==> config.mk <==
export PLATFORM = sky130hd
export DESIGN_NAME = bracket_quote_balance_checker_core_flat
export DESIGN_NICKNAME = d
export VERILOG_FILES = /design/src/rtl/core/bqb_pkg.sv /design/src/rtl/core/bqb_if.sv /design/src/rtl/core/bqb_in_stage.sv /design/src/rtl/core/bqb_scan.sv /design/src/rtl/core/bqb_out_stage.sv /design/src/rtl/core/bracket_quote_balance_checker_core.sv /design/src/flat_wrapper.sv
export SDC_FILE = /design/constraint.sdc
export NUM_CORES = 1
export LEC_CHECK = 0
export CAP_MARGIN = 5
export CELL_PAD_IN_SITES_DETAIL_PLACEMENT = 1
export CELL_PAD_IN_SITES_GLOBAL_PLACEMENT = 1
export CORE_UTILIZATION = 25
export CTS_CLUSTER_DIAMETER = 200
export DETAILED_ROUTE_END_ITERATION = 10
export DONT_BUFFER_PORTS = 1
export PLACE_DENSITY_LB_ADDON = 0.1
export SYNTH_ARGS = -nofsm -noshare
export SYNTH_HDL_FRONTEND = slang
export SYNTH_SLANG_ARGS = --single-unit
==> constraint.sdc <==
create_clock -name clk -period 3 [get_ports clk]
set_clock_uncertainty 0.2 [all_clocks]
set_input_delay 0.45 -clock clk [delete_from_list [all_inputs] [get_ports clk]]
set_output_delay 0.45 -clock clk [all_outputs]
set_load 0.05 [all_outputs]
==> src/rtl/core/bqb_pkg.sv <==
// Package for the bracket and quote balance checker.
// Holds the shared widths, character codes, error codes and payload types.
// Depends on nothing; every other file of the core refers to it by scoped names.
`timescale 1ns / 1ps

package bqb_pkg;

  localparam int MAX_LEN   = 4096;
  localparam int IDX_W     = $clog2(MAX_LEN);
  localparam int CH_W      = 8;
  localparam int COL_W     = 12;
  localparam int CODE_W    = 4;
  localparam int DEPTH_W   = 13;

  localparam logic [IDX_W-1:0]   IDX_MAX   = IDX_W'(MAX_LEN - 1);
  localparam logic [DEPTH_W-1:0] DEPTH_MAX = '1;

  localparam logic [CH_W-1:0] CH_DQUOTE    = 8'h22;
  localparam logic [CH_W-1:0] CH_SQUOTE    = 8'h27;
  localparam logic [CH_W-1:0] CH_BACKSLASH = 8'h5C;
  localparam logic [CH_W-1:0] CH_LPAREN    = 8'h28;
  localparam logic [CH_W-1:0] CH_RPAREN    = 8'h29;
  localparam logic [CH_W-1:0] CH_LBRACKET  = 8'h5B;
  localparam logic [CH_W-1:0] CH_RBRACKET  = 8'h5D;
  localparam logic [CH_W-1:0] CH_LBRACE    = 8'h7B;
  localparam logic [CH_W-1:0] CH_RBRACE    = 8'h7D;
  localparam logic [CH_W-1:0] CH_COLON     = 8'h3A;
  localparam logic [CH_W-1:0] CH_SPACE     = 8'h20;
  localparam logic [CH_W-1:0] CH_D         = 8'h64;
  localparam logic [CH_W-1:0] CH_E         = 8'h65;
  localparam logic [CH_W-1:0] CH_F         = 8'h66;

  typedef enum logic [CODE_W-1:0] {
    ERR_NONE          = 4'd0,
    ERR_PAREN_UNDER   = 4'd1,
    ERR_BRACKET_UNDER = 4'd2,
    ERR_BRACE_UNDER   = 4'd3,
    ERR_OPEN_STRING   = 4'd4,
    ERR_PAREN_OPEN    = 4'd5,
    ERR_BRACKET_OPEN  = 4'd6,
    ERR_BRACE_OPEN    = 4'd7,
    ERR_DEF_NO_COLON  = 4'd8
  } err_code_t;

  typedef enum logic [1:0] {
    KW_NONE = 2'd0,
    KW_D    = 2'd1,
    KW_DE   = 2'd2,
    KW_DEF  = 2'd3
  } kw_state_t;

  typedef struct packed {
    logic [CH_W-1:0] ch;
    logic            last;
  } item_t;

  typedef struct packed {
    err_code_t        code;
    logic [COL_W-1:0] column;
  } result_t;

endpackage

==> src/rtl/core/bqb_if.sv <==
// Channel interfaces for the bracket and quote balance checker.
// Each carries valid, ready and the payload of one request; depends on bqb_pkg.
`timescale 1ns / 1ps

interface bqb_char_if;
  logic                     valid;
  logic                     ready;
  logic [bqb_pkg::CH_W-1:0] ch;
  logic                     last;

  modport source (output valid, output ch, output last, input ready);
  modport sink (input valid, input ch, input last, output ready);
endinterface

interface bqb_result_if;
  logic                       valid;
  logic                       ready;
  logic [bqb_pkg::CODE_W-1:0] error_code;
  logic [bqb_pkg::COL_W-1:0]  error_column;

  modport source (output valid, output error_code, output error_column, input ready);
  modport sink (input valid, input error_code, input error_column, output ready);
endinterface

==> src/rtl/core/bqb_in_stage.sv <==
// Input register of the checker: captures one character request per cycle while the held one is consumed or absent.
// Depends on bqb_pkg and bqb_char_if.
`timescale 1ns / 1ps

module bqb_in_stage (
  input  logic           clk,
  input  logic           rst,
  bqb_char_if.sink       chars,
  input  logic           consume,
  output logic           valid,
  output bqb_pkg::item_t item
);

  assign chars.ready = !valid || consume;

  always_ff @(posedge clk) begin
    if (rst) begin
      valid <= 1'b0;
    end else if (chars.ready) begin
      valid <= chars.valid;
    end
  end

  always_ff @(posedge clk) begin
    if (chars.ready && chars.valid) begin
      item.ch   <= chars.ch;
      item.last <= chars.last;
    end
  end

endmodule

==> src/rtl/core/bqb_scan.sv <==
// Scan stage: updates depth, string, keyword and error state for one character
// and forms the verdict on the final character. Depends on bqb_pkg.
`timescale 1ns / 1ps

module bqb_scan (
  input  logic             clk,
  input  logic             rst,
  input  logic             item_valid,
  input  bqb_pkg::item_t   item,
  input  logic             slot_free,
  output logic             consume,
  output logic             res_valid,
  output bqb_pkg::result_t res
);

  logic [bqb_pkg::DEPTH_W-1:0] paren_depth, paren_depth_next;
  logic [bqb_pkg::DEPTH_W-1:0] bracket_depth, bracket_depth_next;
  logic [bqb_pkg::DEPTH_W-1:0] brace_depth, brace_depth_next;
  logic                        inside_string, inside_string_next;
  logic                        quote_is_double, quote_is_double_next;
  logic                        prev_was_backslash;
  logic [bqb_pkg::IDX_W-1:0]   char_index, char_index_next;
  bqb_pkg::err_code_t          latched_error, latched_error_next;
  logic [bqb_pkg::COL_W-1:0]   latched_column, latched_column_next;
  bqb_pkg::kw_state_t          keyword_progress, keyword_progress_next;
  logic                        keyword_seen, keyword_seen_next;
  logic                        colon_seen, colon_seen_next;
  logic [bqb_pkg::CH_W-1:0]    closer;
  logic [bqb_pkg::CH_W-1:0]    c;
  logic [bqb_pkg::COL_W-1:0]   cur_column;

  assign consume   = item_valid && (!item.last || slot_free);
  assign res_valid = consume && item.last;
  assign c         = item.ch;
  assign closer    = quote_is_double ? bqb_pkg::CH_DQUOTE : bqb_pkg::CH_SQUOTE;
  assign cur_column = bqb_pkg::COL_W'(char_index);

  always_comb begin
    paren_depth_next      = paren_depth;
    bracket_depth_next    = bracket_depth;
    brace_depth_next      = brace_depth;
    inside_string_next    = inside_string;
    quote_is_double_next  = quote_is_double;
    latched_error_next    = latched_error;
    latched_column_next   = latched_column;
    keyword_progress_next = keyword_progress;
    keyword_seen_next     = keyword_seen;
    colon_seen_next       = colon_seen;
    char_index_next       = (char_index < bqb_pkg::IDX_MAX) ? char_index + 1'b1 : char_index;

    if (latched_error == bqb_pkg::ERR_NONE) begin
      if (c == bqb_pkg::CH_COLON) begin
        colon_seen_next = 1'b1;
      end
      if (keyword_progress == bqb_pkg::KW_DEF && c == bqb_pkg::CH_SPACE) begin
        keyword_seen_next     = 1'b1;
        keyword_progress_next = bqb_pkg::KW_NONE;
      end else if (keyword_progress == bqb_pkg::KW_D && c == bqb_pkg::CH_E) begin
        keyword_progress_next = bqb_pkg::KW_DE;
      end else if (keyword_progress == bqb_pkg::KW_DE && c == bqb_pkg::CH_F) begin
        keyword_progress_next = bqb_pkg::KW_DEF;
      end else begin
        keyword_progress_next = (c == bqb_pkg::CH_D) ? bqb_pkg::KW_D : bqb_pkg::KW_NONE;
      end

      if (!inside_string) begin
        case (c)
          bqb_pkg::CH_DQUOTE, bqb_pkg::CH_SQUOTE: begin
            inside_string_next   = 1'b1;
            quote_is_double_next = (c == bqb_pkg::CH_DQUOTE);
          end
          bqb_pkg::CH_LPAREN: begin
            if (paren_depth != bqb_pkg::DEPTH_MAX) paren_depth_next = paren_depth + 1'b1;
          end
          bqb_pkg::CH_RPAREN: begin
            if (paren_depth == '0) begin
              latched_error_next  = bqb_pkg::ERR_PAREN_UNDER;
              latched_column_next = cur_column;
            end else begin
              paren_depth_next = paren_depth - 1'b1;
            end
          end
          bqb_pkg::CH_LBRACKET: begin
            if (bracket_depth != bqb_pkg::DEPTH_MAX) bracket_depth_next = bracket_depth + 1'b1;
          end
          bqb_pkg::CH_RBRACKET: begin
            if (bracket_depth == '0) begin
              latched_error_next  = bqb_pkg::ERR_BRACKET_UNDER;
              latched_column_next = cur_column;
            end else begin
              bracket_depth_next = bracket_depth - 1'b1;
            end
          end
          bqb_pkg::CH_LBRACE: begin
            if (brace_depth != bqb_pkg::DEPTH_MAX) brace_depth_next = brace_depth + 1'b1;
          end
          bqb_pkg::CH_RBRACE: begin
            if (brace_depth == '0) begin
              latched_error_next  = bqb_pkg::ERR_BRACE_UNDER;
              latched_column_next = cur_column;
            end else begin
              brace_depth_next = brace_depth - 1'b1;
            end
          end
          default: begin
          end
        endcase
      end else if (c == closer && !prev_was_backslash) begin
        inside_string_next = 1'b0;
      end
    end
  end

  always_comb begin
    res.code   = bqb_pkg::ERR_NONE;
    res.column = '0;
    if (latched_error_next != bqb_pkg::ERR_NONE) begin
      res.code   = latched_error_next;
      res.column = latched_column_next;
    end else if (inside_string_next) begin
      res.code = bqb_pkg::ERR_OPEN_STRING;
    end else if (paren_depth_next != '0) begin
      res.code = bqb_pkg::ERR_PAREN_OPEN;
    end else if (bracket_depth_next != '0) begin
      res.code = bqb_pkg::ERR_BRACKET_OPEN;
    end else if (brace_depth_next != '0) begin
      res.code = bqb_pkg::ERR_BRACE_OPEN;
    end else if (keyword_seen_next && !colon_seen_next) begin
      res.code = bqb_pkg::ERR_DEF_NO_COLON;
    end
  end

  always_ff @(posedge clk) begin
    if (rst || res_valid) begin
      paren_depth        <= '0;
      bracket_depth      <= '0;
      brace_depth        <= '0;
      inside_string      <= 1'b0;
      quote_is_double    <= 1'b0;
      prev_was_backslash <= 1'b0;
      char_index         <= '0;
      latched_error      <= bqb_pkg::ERR_NONE;
      latched_column     <= '0;
      keyword_progress   <= bqb_pkg::KW_NONE;
      keyword_seen       <= 1'b0;
      colon_seen         <= 1'b0;
    end else if (consume) begin
      paren_depth        <= paren_depth_next;
      bracket_depth      <= bracket_depth_next;
      brace_depth        <= brace_depth_next;
      inside_string      <= inside_string_next;
      quote_is_double    <= quote_is_double_next;
      prev_was_backslash <= (c == bqb_pkg::CH_BACKSLASH);
      char_index         <= char_index_next;
      latched_error      <= latched_error_next;
      latched_column     <= latched_column_next;
      keyword_progress   <= keyword_progress_next;
      keyword_seen       <= keyword_seen_next;
      colon_seen         <= colon_seen_next;
    end
  end

endmodule

==> src/rtl/core/bqb_out_stage.sv <==
// Result register of the checker: holds one verdict until the sink takes it.
// Depends on bqb_pkg and bqb_result_if.
`timescale 1ns / 1ps

module bqb_out_stage (
  input  logic             clk,
  input  logic             rst,
  input  logic             load,
  input  bqb_pkg::result_t res,
  output logic             slot_free,
  bqb_result_if.source     results
);

  bqb_pkg::result_t held;

  assign slot_free            = !results.valid || results.ready;
  assign results.error_code   = held.code;
  assign results.error_column = held.column;

  always_ff @(posedge clk) begin
    if (rst) begin
      results.valid <= 1'b0;
    end else if (load) begin
      results.valid <= 1'b1;
    end else if (results.ready) begin
      results.valid <= 1'b0;
    end
  end

  always_ff @(posedge clk) begin
    if (load) begin
      held <= res;
    end
  end

endmodule

==> src/rtl/core/bracket_quote_balance_checker_core.sv <==
// Bracket and quote balance checker, top level.
// The input register holds a final character until its verdict loads the result register.
// Throughput: one character per cycle; only a stalled verdict holds back the next final one.
// Reset (synchronous, active high) clears all counters and flags and empties both registers.
// After each verdict the checker returns to its reset state for the next script.
`timescale 1ns / 1ps

module bracket_quote_balance_checker_core (
  input  logic         clk,
  input  logic         rst,
  bqb_char_if.sink     items,
  bqb_result_if.source results
);

  logic             item_valid;
  bqb_pkg::item_t   item;
  logic             consume;
  logic             res_valid;
  bqb_pkg::result_t res;
  logic             slot_free;

  bqb_in_stage u_in (
    .clk     (clk),
    .rst     (rst),
    .chars   (items),
    .consume (consume),
    .valid   (item_valid),
    .item    (item)
  );

  bqb_scan u_scan (
    .clk        (clk),
    .rst        (rst),
    .item_valid (item_valid),
    .item       (item),
    .slot_free  (slot_free),
    .consume    (consume),
    .res_valid  (res_valid),
    .res        (res)
  );

  bqb_out_stage u_out (
    .clk       (clk),
    .rst       (rst),
    .load      (res_valid),
    .res       (res),
    .slot_free (slot_free),
    .results   (results)
  );

endmodule

==> src/flat_wrapper.sv <==
// flat-port wrapper written by rule: the top's interface ports become plain ports
module bracket_quote_balance_checker_core_flat 
  (clk, rst, items_valid, items_ch, items_last, items_ready, results_valid, results_error_code, results_error_column, results_ready);
  bqb_char_if items_i ();
  bqb_result_if results_i ();
  input  logic clk;
  input  logic rst;
  input wire logic [$bits(items_i.valid)-1:0] items_valid;
  input wire logic [$bits(items_i.ch)-1:0] items_ch;
  input wire logic [$bits(items_i.last)-1:0] items_last;
  output wire logic [$bits(items_i.ready)-1:0] items_ready;
  output wire logic [$bits(results_i.valid)-1:0] results_valid;
  output wire logic [$bits(results_i.error_code)-1:0] results_error_code;
  output wire logic [$bits(results_i.error_column)-1:0] results_error_column;
  input wire logic [$bits(results_i.ready)-1:0] results_ready;
  assign items_i.valid = items_valid;
  assign items_i.ch = items_ch;
  assign items_i.last = items_last;
  assign items_ready = items_i.ready;
  assign results_valid = results_i.valid;
  assign results_error_code = results_i.error_code;
  assign results_error_column = results_i.error_column;
  assign results_i.ready = results_ready;
  bracket_quote_balance_checker_core u_core (.clk(clk), .rst(rst), .items(items_i), .results(results_i));
endmodule
==> impl_metrics.csv <==
group,metric,value,unit
status,status,"complete, but fails checks",
status,violations,"negative setup slack",
final_layout,fin_util,38.0,%
clocking,root_buffer,"clkbuf_16",
final_layout,layout.nets,1140,
route,drt_iter0_markers,434,
critical_path,path_max_fanout,5,
synth,syn_nets,885,
hold_path,hold_class,"in -> reg",
synth,netlist.area_leader.share,22.4,%
clocking,cts_buffer_depth,2,
floorplanning,die_w,167,um
synth,syn_area_per_cell,7.86,um^2
floorplanning,core,0.0268,mm^2
synth,synth_area,0.00680,mm^2
final_layout,drive_above_1_share,38.0,%
final_layout,area_delta_synth_final,49.6,%
route,wl_per_cell,20.2,um
pwr,total_power,3.18,mW
sta,slew_viol_final,0,
floorplanning,fp-row-count,60,
final_layout,num-fill-cells,3148,
job,maxCapViolations,0,
sta,finalSetupViolations,4,
clocking,cts_buffers,9,
global_routing,grt_pass1_vias,8364,
global_routing,antenna_found_initial,0,
synth,synthTopCellsByArea,"dfxtp_1 22%, edfxtp_1 11%, nor2_1 6.4%, a21oi_1 4.0%, nand2_1 3.1%",
critical_path,crit_path_start_kind,"register",
critical_path,r2r_start,"u_core.u_scan.latched_error[0]",
pwr,ir_drop,0.234,mV
final_layout,n_antenna_cell,0,
critical_path,required,2930,ps
sta,hold_viol,0,
sta,max_slew.worst_pin.slew,921,ps
clocking,insertion_delay,370,ps
critical_path,crit_chain,"buf_6, nor4_4, buf_4, and4_4, o31ai_4, a211oi_2, nand4_1, nor4_2, and4_4, o21ai_2, a211o_1",
floorplanning,ios,31,
route,drcViolationCount,0,
pwr,power.leakage,3.96,nW
route,routed_via_density,5.38,
sta,grt_setup_unrepaired,"yes",
sta,max-slew-margin-rel,38.3,%
critical_path,slowest_stage,"nor4_4",
synth,synth-main-ff-cell,"dfxtp_1",
synth,yosysWarnings,0,
synth,yosys.area.top_type,"dfxtp_1",
sta,period_needed,3300,ps
pwr,power_per_cell_area,312,mW/mm^2
synth,ys_seq_area_share,33.4,%
clocking,clkTransAtPathRegs,90,ps
clocking,cts_max_level,3,
placed_design,dp_hpwl,22200,um
floorplanning,start_util,25.4,%
critical_path,ff2ff_path_depth,11,
placed_design,io_buffers,0,
route,drt.antenna.violating_nets,0,
clocking,clkSinkCount,101,
clocking,cts_tree,"built",
global_routing,grt_usage,21.4,%
hold_path,min_path_cells,2,
critical_path,reg2reg_to,"u_core.u_out.results.error_code[0]",
synth,synth_edf_count,25,
hold_path,hold_path_end,"u_core.u_in.valid",
route,wirelength,29600,um
sta,post-route-period-util,110,%
placed_design,place.gp.congestion,0.916,
synth,async_flop_share,0,%
critical_path,max_stage_delay,370,ps
critical_path,critPathMostFrequentCell,"and4_4",
critical_path,cp-end-kind,"register",
global_routing,grt_max_degree,41,
sta,max_freq,303,MHz
critical_path,r2r_slack,-300,ps
synth,syn_inst,865,
critical_path,worst-endpoint-arrival,3230,ps
sta,setup_ws,-299,ps
critical_path,crit_type,"reg -> reg",
route,dr.pass1.iters,5,
floorplanning,die_h,167,um
floorplanning,dieArea,0.0279,mm^2
synth,synth-seq-cells,101,
route,num_vias,7881,
hold_path,min_from,"items_valid",
global_routing,globalRoute.totalOverflow,0,
global_routing,grt_pass1_wl,47100,um
synth,ys_types,81,
==> worst max-delay path by stage <==
stage / startpoint / end / slack [ps] / depth (start not counted)
finish: u_core.u_scan.latched_error[0] / u_core.u_out.results.error_code[0] / -300 / 11
CTS: u_core.u_scan.latched_error[1] / u_core.u_out.results.error_code[2] / -270 / 10
detailed placement: u_core.u_scan.latched_error[3] / u_core.u_out.results.error_code[0] / -880 / 11
global route: u_core.u_in.item[5] / u_core.u_out.results.error_code[1] / -470 / 13
floorplan: u_core.u_in.item[7] / u_core.u_out.results.error_code[0] / -120 / 10
global placement: u_core.u_scan.latched_error[3] / u_core.u_out.results.error_code[0] / -910 / 11
==> power breakdown <==
part,switching (mW),internal [mW],total [mW]
registers,0.0400,1.41,1.45
logic,0.250,0.211,0.462
clock network,0.663,0.599,1.26
==> sequential cells by signal (all words and copies together), names as in the netlist <==
| register | flops |
|---|---|
| u_core.u_scan.brace_depth | 13 |
| u_core.u_scan.bracket_depth | 13 |
| u_core.u_scan.paren_depth | 13 |
| u_core.u_out.results.error_column | 12 |
| u_core.u_scan.char_index | 12 |
| u_core.u_scan.latched_column | 12 |
| u_core.u_in.item | 9 |
| u_core.u_out.results.error_code | 4 |
| u_core.u_scan.latched_error | 4 |
| u_core.u_scan.keyword_progress | 2 |
| u_core.u_in.valid | 1 |
| u_core.u_out.results.valid | 1 |
| u_core.u_scan.colon_seen | 1 |
| u_core.u_scan.inside_string | 1 |
| u_core.u_scan.keyword_seen | 1 |
| u_core.u_scan.prev_was_backslash | 1 |
| u_core.u_scan.quote_is_double | 1 |
==> Yosys cell counts, drive strengths merged (15+ instances only) <==
master	instances
o21ai	40
buf	22
nor2	117
xor2	15
nand2	58
or3	18
nor4	29
a211oi	21
nor3	39
nand4	23
a22o	15
edfxtp	25
dfxtp	76
inv	21
clkbuf	45
a21oi	54
nand3	40
a22oi	19
==> layout make-up <==
cell class	instances	area (um^2)	share of cell area (%)
flip-flops and latches	101	2290	22.5
multi-input cells	676	4640	45.6
well taps	341	427	4.19
repair buffers	311	2430	23.8
clock buffers	9	225	2.21
clock inverters	7	88.8	0.873
inverters	21	83.8	0.824
==> placed cells by master (no fill, tap or decap), types with 10 or more instances in the layout <==
master           n
and3_1          12
edfxtp_1        25
nor3_1          32
a22o_1          14
xnor2_1         13
nand4_1         23
nor4_1          16
nand2_1         55
xor2_1          15
a211oi_1        14
buf_4          289
nand3_1         39
a31oi_1         14
a22oi_1         12
a21oi_1         51
o21ai_0         30
nor2_1         111
dlygate4sd3_1   10
dfxtp_1         67
inv_1           19
or3_1           16
==> worst max-delay path, delay by kind of cell, from the launching register on <==
family          cells  cell delay [ps]
simple gates        5             1480
compound gates      4              710
flops               1              350
buf+inv             2              300
==> cell families (layout without fill, tap and decap cells) <==
family / Yosys count / after routing / synth area share, %
and+or+nand+nor: 404 / 404 / 31.9
adders and majority gates: 7 / 7 / 1.29
xor gates and xnor gates: 29 / 29 / 3.74
buffers and inverters: 88 / 348 / 5.12
muxes: 5 / 5 / 0.773
AOI/OAI and AO/OA: 231 / 231 / 23.8
DFF: 101 / 101 / 33.4
==> metrics by stage <==
step                      cell area, um^2  TNS [ps]  hold slack (ps)  setup slack [ps]  std cells
after floorplan                      6820      -242              230              -119        865
after global placement               9030     -2870              251              -908       1408
after detailed placement             9030     -4070              263              -880       1408
after CTS                            9880     -1030             14.5              -268       1455
after global routing                10200     -1940             33.6              -469       1466
final                               10200     -1090             31.0              -299       1466
==> routing by layer <==
| metal | track usage, % | routed length, um | part of all wire [%] | up-vias |
|---|---|---|---|---|
| met5 | 0 | 0 | 0 | - |
| met4 | 5.92 | 529 | 1.8 | 0 |
| met3 | 2.73 | 690 | 2.3 | 33 |
| met2 | 37.2 | 14500 | 49 | 128 |
| met1 | 27.7 | 13900 | 47 | 3939 |
| li1 | - | - | - | 3781 |
==> timing repair <==
| action | in CTS | in global routing |
|---|---|---|
| endpoints found under the setup margin | 17 | 31 |
| buffers inserted | 22 | 10 |
| hold buffers | 10 | 0 |
| endpoints found under the hold margin | 11 | 0 |
| pin swaps | 28 | 19 |
| resized for setup | 69 | 51 |
| cloned | 0 | 1 |
Note: power is estimated with default switching activity, not from simulation.
